**config.mk**
```make
export PLATFORM = sky130hd
export DESIGN_NAME = svdc_ctrl
export DESIGN_NICKNAME = d
export VERILOG_FILES = /design/src/svdc_pkg.sv /design/src/svdc_ctrl.sv
export SDC_FILE = /design/constraint.sdc
export NUM_CORES = 1
export LEC_CHECK = 0
export BUFFER_PORTS_ARGS = -buffer_cell sky130_fd_sc_hd__buf_2
export CELL_PAD_IN_SITES_DETAIL_PLACEMENT = 1
export CELL_PAD_IN_SITES_GLOBAL_PLACEMENT = 1
export CORE_AREA = 8 8 45 47
export CTS_BUF_LIST = sky130_fd_sc_hd__clkbuf_8
export CTS_CLUSTER_DIAMETER = 60
export DETAILED_ROUTE_END_ITERATION = 16
export DIE_AREA = 0 0 53 55
export PLACE_DENSITY = 0.42
export SETUP_SLACK_MARGIN = 0.1
export SYNTH_ARGS = -nofsm -noshare
export SYNTH_HDL_FRONTEND = slang
export SYNTH_SLANG_ARGS = --single-unit
```
**constraint.sdc**
```tcl
create_clock -name clk -period 1 [get_ports clk]
set_clock_uncertainty 0.1 [all_clocks]
set_input_delay 0.1 -clock clk [delete_from_list [all_inputs] [get_ports clk]]
set_output_delay 0.1 -clock clk [all_outputs]
set_load 0.05 [all_outputs]
```
**src/svdc_pkg.sv**
```systemverilog
// shared types and constants for the sparse vector dominance check
package svdc_pkg;

	// action field codes
	localparam int unsigned ACTION_BITS = 2;
	localparam logic [ACTION_BITS-1:0] ACT_LOAD_X  = 2'd0;
	localparam logic [ACTION_BITS-1:0] ACT_LOAD_Y  = 2'd1;
	localparam logic [ACTION_BITS-1:0] ACT_COMPARE = 2'd2;

	// tolerance register width
	localparam int unsigned TOL_BITS = 31;

	// controller states
	typedef enum logic [1:0] {
		ST_IDLE,
		ST_FETCH,
		ST_EVAL
	} state_t;

	// controller to datapath commands
	typedef struct packed {
		logic load;
		logic start;
		logic step;
		logic finish;
	} cmd_t;

	// datapath to controller status
	typedef struct packed {
		logic walk_done;
		logic out_busy;
	} status_t;

endpackage

```
**src/svdc_ctrl.sv**
```systemverilog
// controller state machine for loads and the merge walk
module svdc_ctrl (
	input  logic                             clk,
	input  logic                             arst_n,
	input  logic                             req_valid,
	input  logic [svdc_pkg::ACTION_BITS-1:0] req_action,
	output logic                             req_ready,
	input  svdc_pkg::status_t                sts,
	output svdc_pkg::cmd_t                   cmd
);

	svdc_pkg::state_t state_q, state_d;
	logic is_compare;
	logic is_load;
	logic accept;

	// request decode
	assign is_compare = (req_action == svdc_pkg::ACT_COMPARE);
	assign is_load    = (req_action == svdc_pkg::ACT_LOAD_X) ||
	                    (req_action == svdc_pkg::ACT_LOAD_Y);
	assign req_ready  = (state_q == svdc_pkg::ST_IDLE) && !(is_compare && sts.out_busy);
	assign accept     = req_valid && req_ready;

	// state register
	always_ff @(posedge clk or negedge arst_n) begin
		if (!arst_n) begin
			state_q <= svdc_pkg::ST_IDLE;
		end else begin
			state_q <= state_d;
		end
	end

	// next state
	always_comb begin
		state_d = state_q;
		unique case (state_q)
			svdc_pkg::ST_IDLE: begin
				if (accept && is_compare) state_d = svdc_pkg::ST_FETCH;
			end
			svdc_pkg::ST_FETCH: begin
				state_d = sts.walk_done ? svdc_pkg::ST_IDLE : svdc_pkg::ST_EVAL;
			end
			svdc_pkg::ST_EVAL: begin
				state_d = svdc_pkg::ST_FETCH;
			end
			default: begin
				state_d = svdc_pkg::ST_IDLE;
			end
		endcase
	end

	// command outputs
	always_comb begin
		cmd = '0;
		unique case (state_q)
			svdc_pkg::ST_IDLE: begin
				cmd.load  = accept && is_load;
				cmd.start = accept && is_compare;
			end
			svdc_pkg::ST_FETCH: begin
				cmd.finish = sts.walk_done;
			end
			svdc_pkg::ST_EVAL: begin
				cmd.step = 1'b1;
			end
			default: begin
				cmd = '0;
			end
		endcase
	end

	// at most one command per cycle
	a_cmd_onehot: assert property (@(posedge clk) disable iff (!arst_n)
		$onehot0({cmd.load, cmd.start, cmd.step, cmd.finish}))
		else $error("more than one datapath command at once");

	// a walk starts only with the result register free
	a_start_free: assert property (@(posedge clk) disable iff (!arst_n)
		cmd.start |-> !sts.out_busy)
		else $error("compare started while a result is pending");

	// every evaluation is followed by a fetch
	a_eval_fetch: assert property (@(posedge clk) disable iff (!arst_n)
		state_q == svdc_pkg::ST_EVAL |=> state_q == svdc_pkg::ST_FETCH)
		else $error("evaluation not followed by fetch");

endmodule

```
## After elaboration in Yosys (flattened, before gate mapping)

Index checks and enable logic that the tools add are counted.
W data, S select, Z words.

| word-level totals | value |
|---|---|
| register bits | 2 |
| output and inout bits | 5 |
| input port bits | 7 |

| cells by class | value |
|---|---|
| reduce and logical (&&, ||, !) cells | 9 |
| equal/unequal tests | 5 |
| mux-type cells | 6 |

Operators by type and width:

| operator | count |
|---|---|
| $mux W2 | 3 |
| $pmux W2 S3 | 1 |
| $logic_and A1 B1 Y1 | 5 |
| $eq A2 B1 Y1 const B | 2 |
| $eq A2 B2 Y1 const B | 2 |
| $logic_not A2 Y1 | 2 |
| $mux W1 | 2 |
| $ne A2 B1 Y1 const B | 1 |
| $logic_not A1 Y1 | 1 |
| $logic_or A1 B1 Y1 | 1 |

## Logic depth before layout (Yosys ltp)

Gate-level depths: netlist of the first run.

| depth | value |
|---|---|
| depth in word-level cells | 8 |
| mapped depth | 2 |

## Least setup slack after synthesis of the first run

OpenSTA, ideal clock, no wires.

| path | value |
|---|---|
| path kind | register to output |
| start | register state_q[1] |
| end | output req_ready |
| stages on the path, launching flop included | 2 |
| data required time | 0.800 ns |
| path buffers | 0 |
| data arrival time | 1.692 ns |
| slack | -0.892 ns |
| path through | dfrtp_1 a311oi_1 |

| between the ends | value |
|---|---|
| longest elaborated chain between the ends | 2 |

Ends and longest elaborated chain:

| what | RTL line | source |
|---|---|---|
| from (decl) | svdc_ctrl.sv:12 | `svdc_pkg::state_t state_q, state_d;` |
| from (signal assigned) | svdc_ctrl.sv:27 | `state_q <= svdc_pkg::ST_IDLE;` |
| from (signal assigned) | svdc_ctrl.sv:29 | `state_q <= state_d;` |
| $logic_not A2 Y1 | svdc_ctrl.sv:21 | `assign req_ready = (state_q == svdc_pkg::ST_IDLE) && !(is_compare && sts.out_busy);` |
| $logic_and A1 B1 Y1 | svdc_ctrl.sv:21 |  |
| to (decl) | svdc_ctrl.sv:7 | `output logic req_ready,` |

No other way between the ends.

## Final worst setup path of the first run

| path | value |
|---|---|
| start | register state_q[0] |
| end | output req_ready |

The elaborated chain is that of the path after synthesis.

==> summary.md, run 1 <==
| Metric | Value |
|---|---|
| First-pass GRT wire length | 1070 um |
| Max-slew headroom | 85.4% |
| Max reg flops | 2 |
| # clock sinks | 2 |
| LEAKAGE | 0.197 nW |
| Critical Path Sink Type | output pin |
| Post-route core utilization | 31.3% |
| Inst Count DP | 43 |
| Setup violators final | 5 |
| Drt first-iter violations | 0 |
| Startpoint Class | flop |
| Area growth syn-to-layout | 246% |
| Max VDD drop | 0.000431 V |
| Top Registers | state_q (2) |
| Synthesis-stage register bit count | 2 |
| Final hold slack | -0.0217 ns |
| Most frequent cells in the layout | buf_6 (8), buf_2 (6), buf_4 (4) |
| Crit share post-route | 136% |
| Worst skew pair latency | 0.21 ns |
| Routability cong. | 0.664 |
| Hold buffers post-CTS | 1 |
| Vias | 194 |
| TritonCTS buffer count | 3 |
| CTS clock-pin slew for the worst setup and hold paths | 0.03 ns |
| Largest net degree at the start of global routing | 8 |
| Clock Tree Buf Depth | 2 |
| DIE WIDTH | 53 um |
| Max Slew Vio Count | 0 |
| Min-Delay Path Class | in -> reg |
| TritonCTS clock tree | yes |
| Power density over the cells | 1320 mW/mm^2 |
| Critical Path AT | 1.16 ns |
| Final WS setup | -0.356 ns |
| Non-filler cells, final | 52 |
| DRC Markers | 0 |
| Failing checks | negative hold slack, negative setup slack |
| Hold Fails Final Rpt | 1 |
| Worst-Margin Slew | 0.217 ns |
| Worst setup path class | reg -> out |
| Critical Path RT | 0.80 ns |
| Fillers | 166 |
| Initial antenna violation count | 0 |
| Post-detailed-route count of antenna-violating nets | 0 |
| H-tree Lvls | 1 |
| CP max FO | 6 |
| Die area | 0.00292 sq mm |
| Ports | 12 |
| Port bufs | 11 |
| Layout cells sized above 1 | 91.7% |
| Fin crit period | 1.36 ns |
| WL/cell | 12.0 um |
| DP HPWL | 515 um |
| Initial Util | 9.04% |
| Fmax | 738 MHz |
| Most flop-heavy register | state_q |
| Core Region | 0.00138 sq mm |
| GR Overflow Total | 0 |
| Antenna Cells | 0 |
| Sequential share of the synthesized area | 40.0% |
| Syn Nets | 19 |
| Netlist cell types | 11 |
| RSZ-0062 raised after global routing | yes |
| Post-synthesis cell area | 125 sq um |
| Post-Synthesis Cells | 12 |
| DP Worst Slack | -0.235 ns |
| Avg Cell Area, Syn | 10.4 sq um |
| Total GRT Usage | 5.63% |
| Vias/cell | 3.73 |
| Final WL | 624 um |
| YS warnings | 0 |
| Commonest non-fill, non-tap cell in the layout | buf_6 |
| Sum Neg Setup Slack | -1.64 ns |
| Chip height | 55 um |
| Vias in the first global route | 244 |
| Nets | 45 |
| MaxCap Viol Count | 0 |
| CTS root buf | clkbuf_8 |
| Outcome | complete, but fails checks |
| Rows | 14 |
| 1st-pass router iterations | 1 |
-- worst paths after layout --
| path | startpoint | endpoint | slack, ns | cells past startpoint |
|---|---|---|---|---|
| setup / recovery | state_q[0] | req_ready | -0.36 | 2 |
| hold / removal | sts[1] | state_q[1] | -0.02 | 2 |
| setup reg to reg | state_q[0] | state_q[0] | 0.04 | 3 |
| hold reg to reg | state_q[1] | state_q[1] | 0.46 | 1 |
| max in group asynchronous | arst_n | state_q[0] | 0.57 | 2 |
| min in group asynchronous | arst_n | state_q[1] | 0.12 | 2 |
-- cell usage after synthesis, drive strengths merged --
cell type | number | share of area [%]
a21oi | 1 | 4.0
a311oi | 1 | 7.0
and3 | 1 | 5.0
dfrtp | 2 | 40
inv | 2 | 6.0
nand4bb | 1 | 9.0
nor2 | 1 | 3.0
nor3 | 1 | 4.0
nor3b | 1 | 10
nor4b | 1 | 12
-- through the flow --
step / instance area, sq um / power [mW]
detailed placement: 290 / 0.216
floorplan: 173 / 0.164
global placement: 290 / 0.211
CTS: 403 / 0.566
global route: 433 / 0.616
finish: 433 / 0.569
-- power breakdown --
group / total [mW] / internal [mW] / switching (mW)
clock: 0.313 / 0.254 / 0.0590
sequential: 0.0961 / 0.0859 / 0.0102
combinational: 0.160 / 0.0844 / 0.0758
total: 0.569 / 0.424 / 0.145
-- per-layer routing --
metal | global-route usage (%) | vias up | part of all wire [%]
met1 | 4.26 | 89 | 34
met4 | 5.17 | 0 | 0
met5 | 0 | - | 0
met2 | 8.40 | 12 | 46
met3 | 5.35 | 0 | 20
li1 | - | 93 | -
-- critical path, cell delays in order, from the launching register on --
cell	delay [ns]
dfrtp_2	0.46
a311oi_4	0.29
buf_6	0.20
-- kinds of logic (layout without fill, tap and decap cells) --
family	after synthesis	in the layout	synth area share, %
compound gates	2	2	11.0
buf+inv	2	26	5.99
flops	2	2	40.0
simple gates	6	6	43.0
-- area by class of cell --
type	count	area (sq um)	share of cell area [%]
multi-input cells	8	116	26.9
clock buffers	3	41.3	9.54
inverters	2	7.51	1.73
well taps	16	20.0	4.62
repair buffers	21	195	45.1
flip-flops and latches	2	52.6	12.1
-- timing repair --
action | in CTS | in global routing
setup endpoints to repair | 6 | 7
gates cloned | 0 | 0
setup buffers | 2 | 4
pin swaps | 1 | 3
resized for setup | 14 | 3
endpoints found under the hold margin | 3 | 1
Power figures use the tool's default switching activity.
==> run 2, diff against run 1 <==
--- a/config.mk
+++ b/config.mk
@@ -14,6 +14,7 @@
 export DETAILED_ROUTE_END_ITERATION = 16
 export DIE_AREA = 0 0 53 55
 export PLACE_DENSITY = 0.42
+export REMOVE_ABC_BUFFERS = 1
 export SETUP_SLACK_MARGIN = 0.1
 export SYNTH_ARGS = -nofsm -noshare
 export SYNTH_HDL_FRONTEND = slang
==> run 2 against run 1 <==
- the run still ends with negative hold slack, negative setup slack left
- via count fell by 6.2%
- die area stayed put
- global-route usage fell by 0.38 points
- critical path type unchanged
- sequential share of layout area is 2.3 points higher
- critical endpoint unchanged
==> summary.md, run 2 (same netlist as run 1, synthesis figures left out) <==
| Metric | Value |
|---|---|
| Outcome | complete, but fails checks |
| Failing checks | negative hold slack, negative setup slack |
| Worst setup path class | reg -> out |
| Worst-Margin Slew | 0.224 ns |
| Met2 Track Usage GR | 6.45% |
| TritonCTS buffer count | 3 |
| Vias | 182 |
| Nets | 40 |
| Area post-placement | 223 sq um |
| Sum Neg Setup Slack | -1.50 ns |
| Startpoint Class | flop |
| Inst Count DP | 42 |
| Final hold slack | -0.00792 ns |
| Max reg flops | 2 |
| H-tree Lvls | 1 |
| Fin area | 364 sq um |
| Post-route core utilization | 26.3% |
| Critical Path RT | 0.80 ns |
| WL/cell | 13.4 um |
| DP HPWL | 470 um |
| Initial antenna violation count | 0 |
| Hold buffers post-CTS | 1 |
| Final WL | 628 um |
| Max-slew headroom | 85.1% |
| Most frequent cells in the layout | buf_2 (6), buf_6 (4), clkbuf_8 (3), buf_4 (3) |
| Antenna Cells | 0 |
| Power density over the cells | 1500 mW/mm^2 |
| Largest stage delay on the critical path | 0.44 ns |
| CP max FO | 5 |
| Chip height | 55 um |
| TritonCTS clock tree | yes |
| Fin crit period | 1.33 ns |
| GR peak layer | met4 |
| Port bufs | 11 |
| First-pass GRT wire length | 972 um |
| Grt met3 use | 2.67% |
| Initial Util | 9.04% |
| Drt first-iter violations | 0 |
| Post-detailed-route count of antenna-violating nets | 0 |
| Hold Fails Final Rpt | 1 |
| Total GRT Usage | 5.25% |
| Fmax | 754 MHz |
| R2R setup slack | -0.04 ns |
| DRC Markers | 0 |
| CTS clock-pin slew for the worst setup and hold paths | 0.03 ns |
| Max Slew Vio Count | 0 |
| # clock sinks | 2 |
| CP Launch Point | state_q[1] |
| Vias/cell | 3.87 |
| Vias in the first global route | 207 |
| Rows | 14 |
| Commonest non-fill, non-tap cell in the layout | buf_2 |
| Crit share post-route | 133% |
| Most flop-heavy register | state_q |
| Setup violators final | 6 |
| DIE WIDTH | 53 um |
| Min-Delay Path Class | in -> reg |
| Critical Path End | req_ready |
| Slowest cell on crit path | dfrtp_2 |
| Critical Path Sink Type | output pin |
| Area growth syn-to-layout | 191% |
| Worst skew pair latency | 0.21 ns |
| Critical Path AT | 1.13 ns |
| 1st-pass router iterations | 1 |
| Max VDD drop | 0.00107 V |
| Cells on worst reg2reg path | 3 |
| LEAKAGE | 0.161 nW |
| Cell Chain, Critical Path | a311oi_2 -> buf_6 |
| DP Worst Slack | -0.205 ns |
| Non-filler cells, final | 47 |
| Routability cong. | 0.666 |
| MaxCap Viol Count | 0 |
| Die area | 0.00292 sq mm |
| CTS root buf | clkbuf_8 |
| Clock Tree Buf Depth | 2 |
| R2R Path End | state_q[1] |
| Met1 Track Usage GR | 5.32% |
| RSZ-0062 raised after global routing | yes |
| GR Overflow Total | 0 |
| Final WS setup | -0.326 ns |
| Layout cells sized above 1 | 87.1% |
| Reg2reg start | state_q[0] |
| Ports | 12 |
| Core Region | 0.00138 sq mm |
| Top Registers | state_q (2) |
| Largest net degree at the start of global routing | 6 |
run 2: layout make-up:
type	count	area (sq um)
timing repair buffer	16	138
tap	16	20.0
clock buffer	3	41.3
fill	162	1020
multi-input combinational	8	105
sequential	2	52.6
inverter	2	7.51
run 2: how the worst min path moves through the flow:
stage	startpoint	end	slack [ns]	cells past startpoint
after floorplan	arst_n	state_q[0]	-0.30	0
after global placement	arst_n	state_q[1]	-0.21	1
after detailed placement	arst_n	state_q[0]	-0.20	1
after CTS	sts[1]	state_q[1]	-0.03	2
after global routing	sts[1]	state_q[1]	-0.005	2
final	sts[1]	state_q[1]	-0.008	2
run 2: what timing repair did:
item / CTS / global route
pin swaps: 2 / 0
setup endpoints to repair: 6 / 7
hold endpoints to repair: 3 / 1
gates resized for setup: 17 / 6
buffers inserted: 1 / 1
run 2: layer usage:
| layer | up-vias | wire, um |
|---|---|---|
| met5 | - | 0 |
| li1 | 83 | - |
| met2 | 12 | 240 |
| met1 | 83 | 276 |
| met4 | 0 | 31 |
| met3 | 4 | 79 |
run 2: stage by stage:
step           hold WS [ns]  power [mW]
2_1_floorplan        -0.296       0.145
3_3_place_gp         -0.208       0.181
3_5_place_dp         -0.204       0.183
4_1_cts             -0.0347       0.550
5_1_grt            -0.00536       0.573
6_report           -0.00792       0.547
run 2: worst max-delay path, delay by kind of cell, from the launching register on:
family / cells / cell delay, ns
DFF: 1 / 0.44
AOI/OAI and AO/OA: 1 / 0.28
buffers and inverters: 1 / 0.20
run 2: where the power goes:
group | total, mW | leakage, nW | internal, mW | switching (mW)
Clock | 0.321 | 0.0216 | 0.255 | 0.0662
Combinational | 0.132 | 0.115 | 0.0622 | 0.0701
Sequential | 0.0934 | 0.0242 | 0.0859 | 0.00750
==> run 3, diff against run 2 <==
--- a/config.mk
+++ b/config.mk
@@ -13,7 +13,7 @@
 export CTS_CLUSTER_DIAMETER = 60
 export DETAILED_ROUTE_END_ITERATION = 16
 export DIE_AREA = 0 0 53 55
-export PLACE_DENSITY = 0.42
+export PLACE_DENSITY_LB_ADDON = 0.1
 export REMOVE_ABC_BUFFERS = 1
 export SETUP_SLACK_MARGIN = 0.1
 export SYNTH_ARGS = -nofsm -noshare
==> run 3 against run 2 <==
- sequential power barely moved
- sequential share of layout area fell by 0.15 points
- largest cell class unchanged
- maximum frequency fell by 0.96%
- highest routed layer unchanged
- design area up 1.0%
- global-route usage decreased by 0.60 points
- the run still ends with negative hold slack, negative setup slack left
==> summary.md, run 3 (same netlist as run 1, synthesis figures left out) <==
| Metric | Value |
|---|---|
| DIE WIDTH | 53 um |
| Most flop-heavy register | state_q |
| Most frequent cells in the layout | buf_2 (6), buf_6 (6), clkbuf_8 (3), buf_4 (3), dfrtp_2 (2) |
| First-pass GRT wire length | 890 um |
| CTS clock-pin slew for the worst setup and hold paths | 0.03 ns |
| Port bufs | 11 |
| CP max FO | 5 |
| 1st-pass router iterations | 1 |
| Slowest cell on crit path | dfrtp_2 |
| DRC Markers | 0 |
| Power density over the cells | 1450 mW/mm^2 |
| Die area | 0.00292 sq mm |
| Critical Path Sink Type | output pin |
| Area post-placement | 223 sq um |
| Final WS setup | -0.339 ns |
| MaxCap Viol Count | 0 |
| Largest net degree at the start of global routing | 8 |
| Critical Path RT | 0.80 ns |
| Crit share post-route | 134% |
| Routability cong. | 0.558 |
| Setup violators final | 6 |
| DP Worst Slack | -0.223 ns |
| Fillers | 164 |
| Rows | 14 |
| Fmax | 747 MHz |
| CTS root buf | clkbuf_8 |
| Final hold slack | -0.0276 ns |
| Max Slew Vio Count | 0 |
| Failing checks | negative hold slack, negative setup slack |
| GR peak layer | met2 |
| Vias/cell | 3.67 |
| RSZ-0062 raised after global routing | yes |
| Worst-Margin Slew | 0.250 ns |
| Hold Fails Final Rpt | 1 |
| Clock Tree Buf Depth | 2 |
| H-tree Lvls | 1 |
| Hold buffers post-CTS | 1 |
| Total GRT Usage | 4.64% |
| Max-slew headroom | 83.3% |
| Post-detailed-route count of antenna-violating nets | 0 |
| Fin crit period | 1.34 ns |
| Grt met3 use | 1.87% |
| Fin area | 368 sq um |
| Final WL | 566 um |
| Met1 Track Usage GR | 3.64% |
| Max VDD drop | 0.000751 V |
| GR Overflow Total | 0 |
| Ports | 12 |
| Initial antenna violation count | 0 |
| Outcome | complete, but fails checks |
| Vias | 176 |
| Top Registers | state_q (2) |
| Vias in the first global route | 209 |
| Min-Delay Path Class | in -> reg |
| WL/cell | 11.8 um |
| TritonCTS buffer count | 3 |
| Worst setup path class | reg -> out |
| # clock sinks | 2 |
| Critical Path AT | 1.14 ns |
| Largest stage delay on the critical path | 0.43 ns |
| Nets | 41 |
| Worst skew pair latency | 0.21 ns |
| Core Region | 0.00138 sq mm |
| Chip height | 55 um |
| Met2 Track Usage GR | 7.62% |
| DP HPWL | 422 um |
| TritonCTS clock tree | yes |
| Layout cells sized above 1 | 87.5% |
| Drt first-iter violations | 0 |
| Cell Chain, Critical Path | a311oi_2 -> buf_6 |
| Tot Pwr | 535 uW |
| Area growth syn-to-layout | 194% |
| Antenna Cells | 0 |
| LEAKAGE | 0.168 nW |
| Startpoint Class | flop |
| Initial Util | 9.04% |
| Max reg flops | 2 |
-- run 3: changes by cell type in the layout (fill, tap and decap cells not counted) --
cell | before | now
a21oi_2 | 1 | 0
a21oi_4 | 0 | 1
buf_6 | 4 | 6
buf_8 | 2 | 1
nor2_2 | 0 | 1
nor2_4 | 1 | 0
nor3b_2 | 0 | 1
nor3b_4 | 1 | 0
-- run 3: final cells by class --
type	count	area, sq um	area share (%)
Clock buffer	3	41.3	11.2
Inverter	2	7.51	2.04
Multi-Input combinational cell	8	101	27.6
Sequential cell	2	52.6	14.3
Tap cell	16	20.0	5.44
Timing Repair Buffer	17	145	39.5
-- run 3: path summary, 6_finish.rpt --
check / slack (ns) / cells after the start / startpoint / to
worst max-delay path: -0.34 / 2 / state_q[0] / req_ready
worst min-delay path: -0.03 / 2 / sts[1] / state_q[1]
worst max register to register: 0 / 3 / state_q[1] / state_q[1]
worst min register to register: 0.54 / 1 / state_q[0] / state_q[1]
max in group asynchronous: 0.59 / 2 / arst_n / state_q[0]
min in group asynchronous: 0.11 / 2 / arst_n / state_q[1]
-- run 3: layer usage --
layer / wire, um / up-vias
met5: 0 / -
met4: 23 / 0
met3: 31 / 4
met2: 340 / 5
met1: 170 / 81
li1: - / 86
-- run 3: repair_timing --
action / CTS / global route
endpoints found under the hold margin: 3 / 1
endpoints found under the setup margin: 7 / 7
gates resized for setup: 16 / 5
cloned: 0 / 0
buffers inserted: 1 / 1
pin swaps: 3 / 2
-- run 3: through the flow --
step	cells	hold slack, ns	setup TNS [ns]	util [%]
after floorplan	12	-0.296	-2.67	-
final	48	-0.0276	-1.53	26.6
after global routing	48	-0.0245	-1.80	26.6
after detailed placement	42	-0.211	-0.734	16.1
after CTS	47	-0.0276	-1.50	24.1
after global placement	42	-0.213	-0.709	16.1
-- run 3: critical path, delay by kind of cell (launching register included) --
kind                   cells  cell delay [ns]
flip-flops                 1             0.43
AO/OA/AOI/OAI              1             0.29
buffers and inverters      1             0.20
-- run 3: where the power goes --
part / leakage (nW) / switching, mW / internal [mW]
Sequential: 0.0242 / 0.00754 / 0.0859
Clock: 0.0216 / 0.0592 / 0.254
Combinational: 0.122 / 0.0681 / 0.0603
Total: 0.168 / 0.135 / 0.400
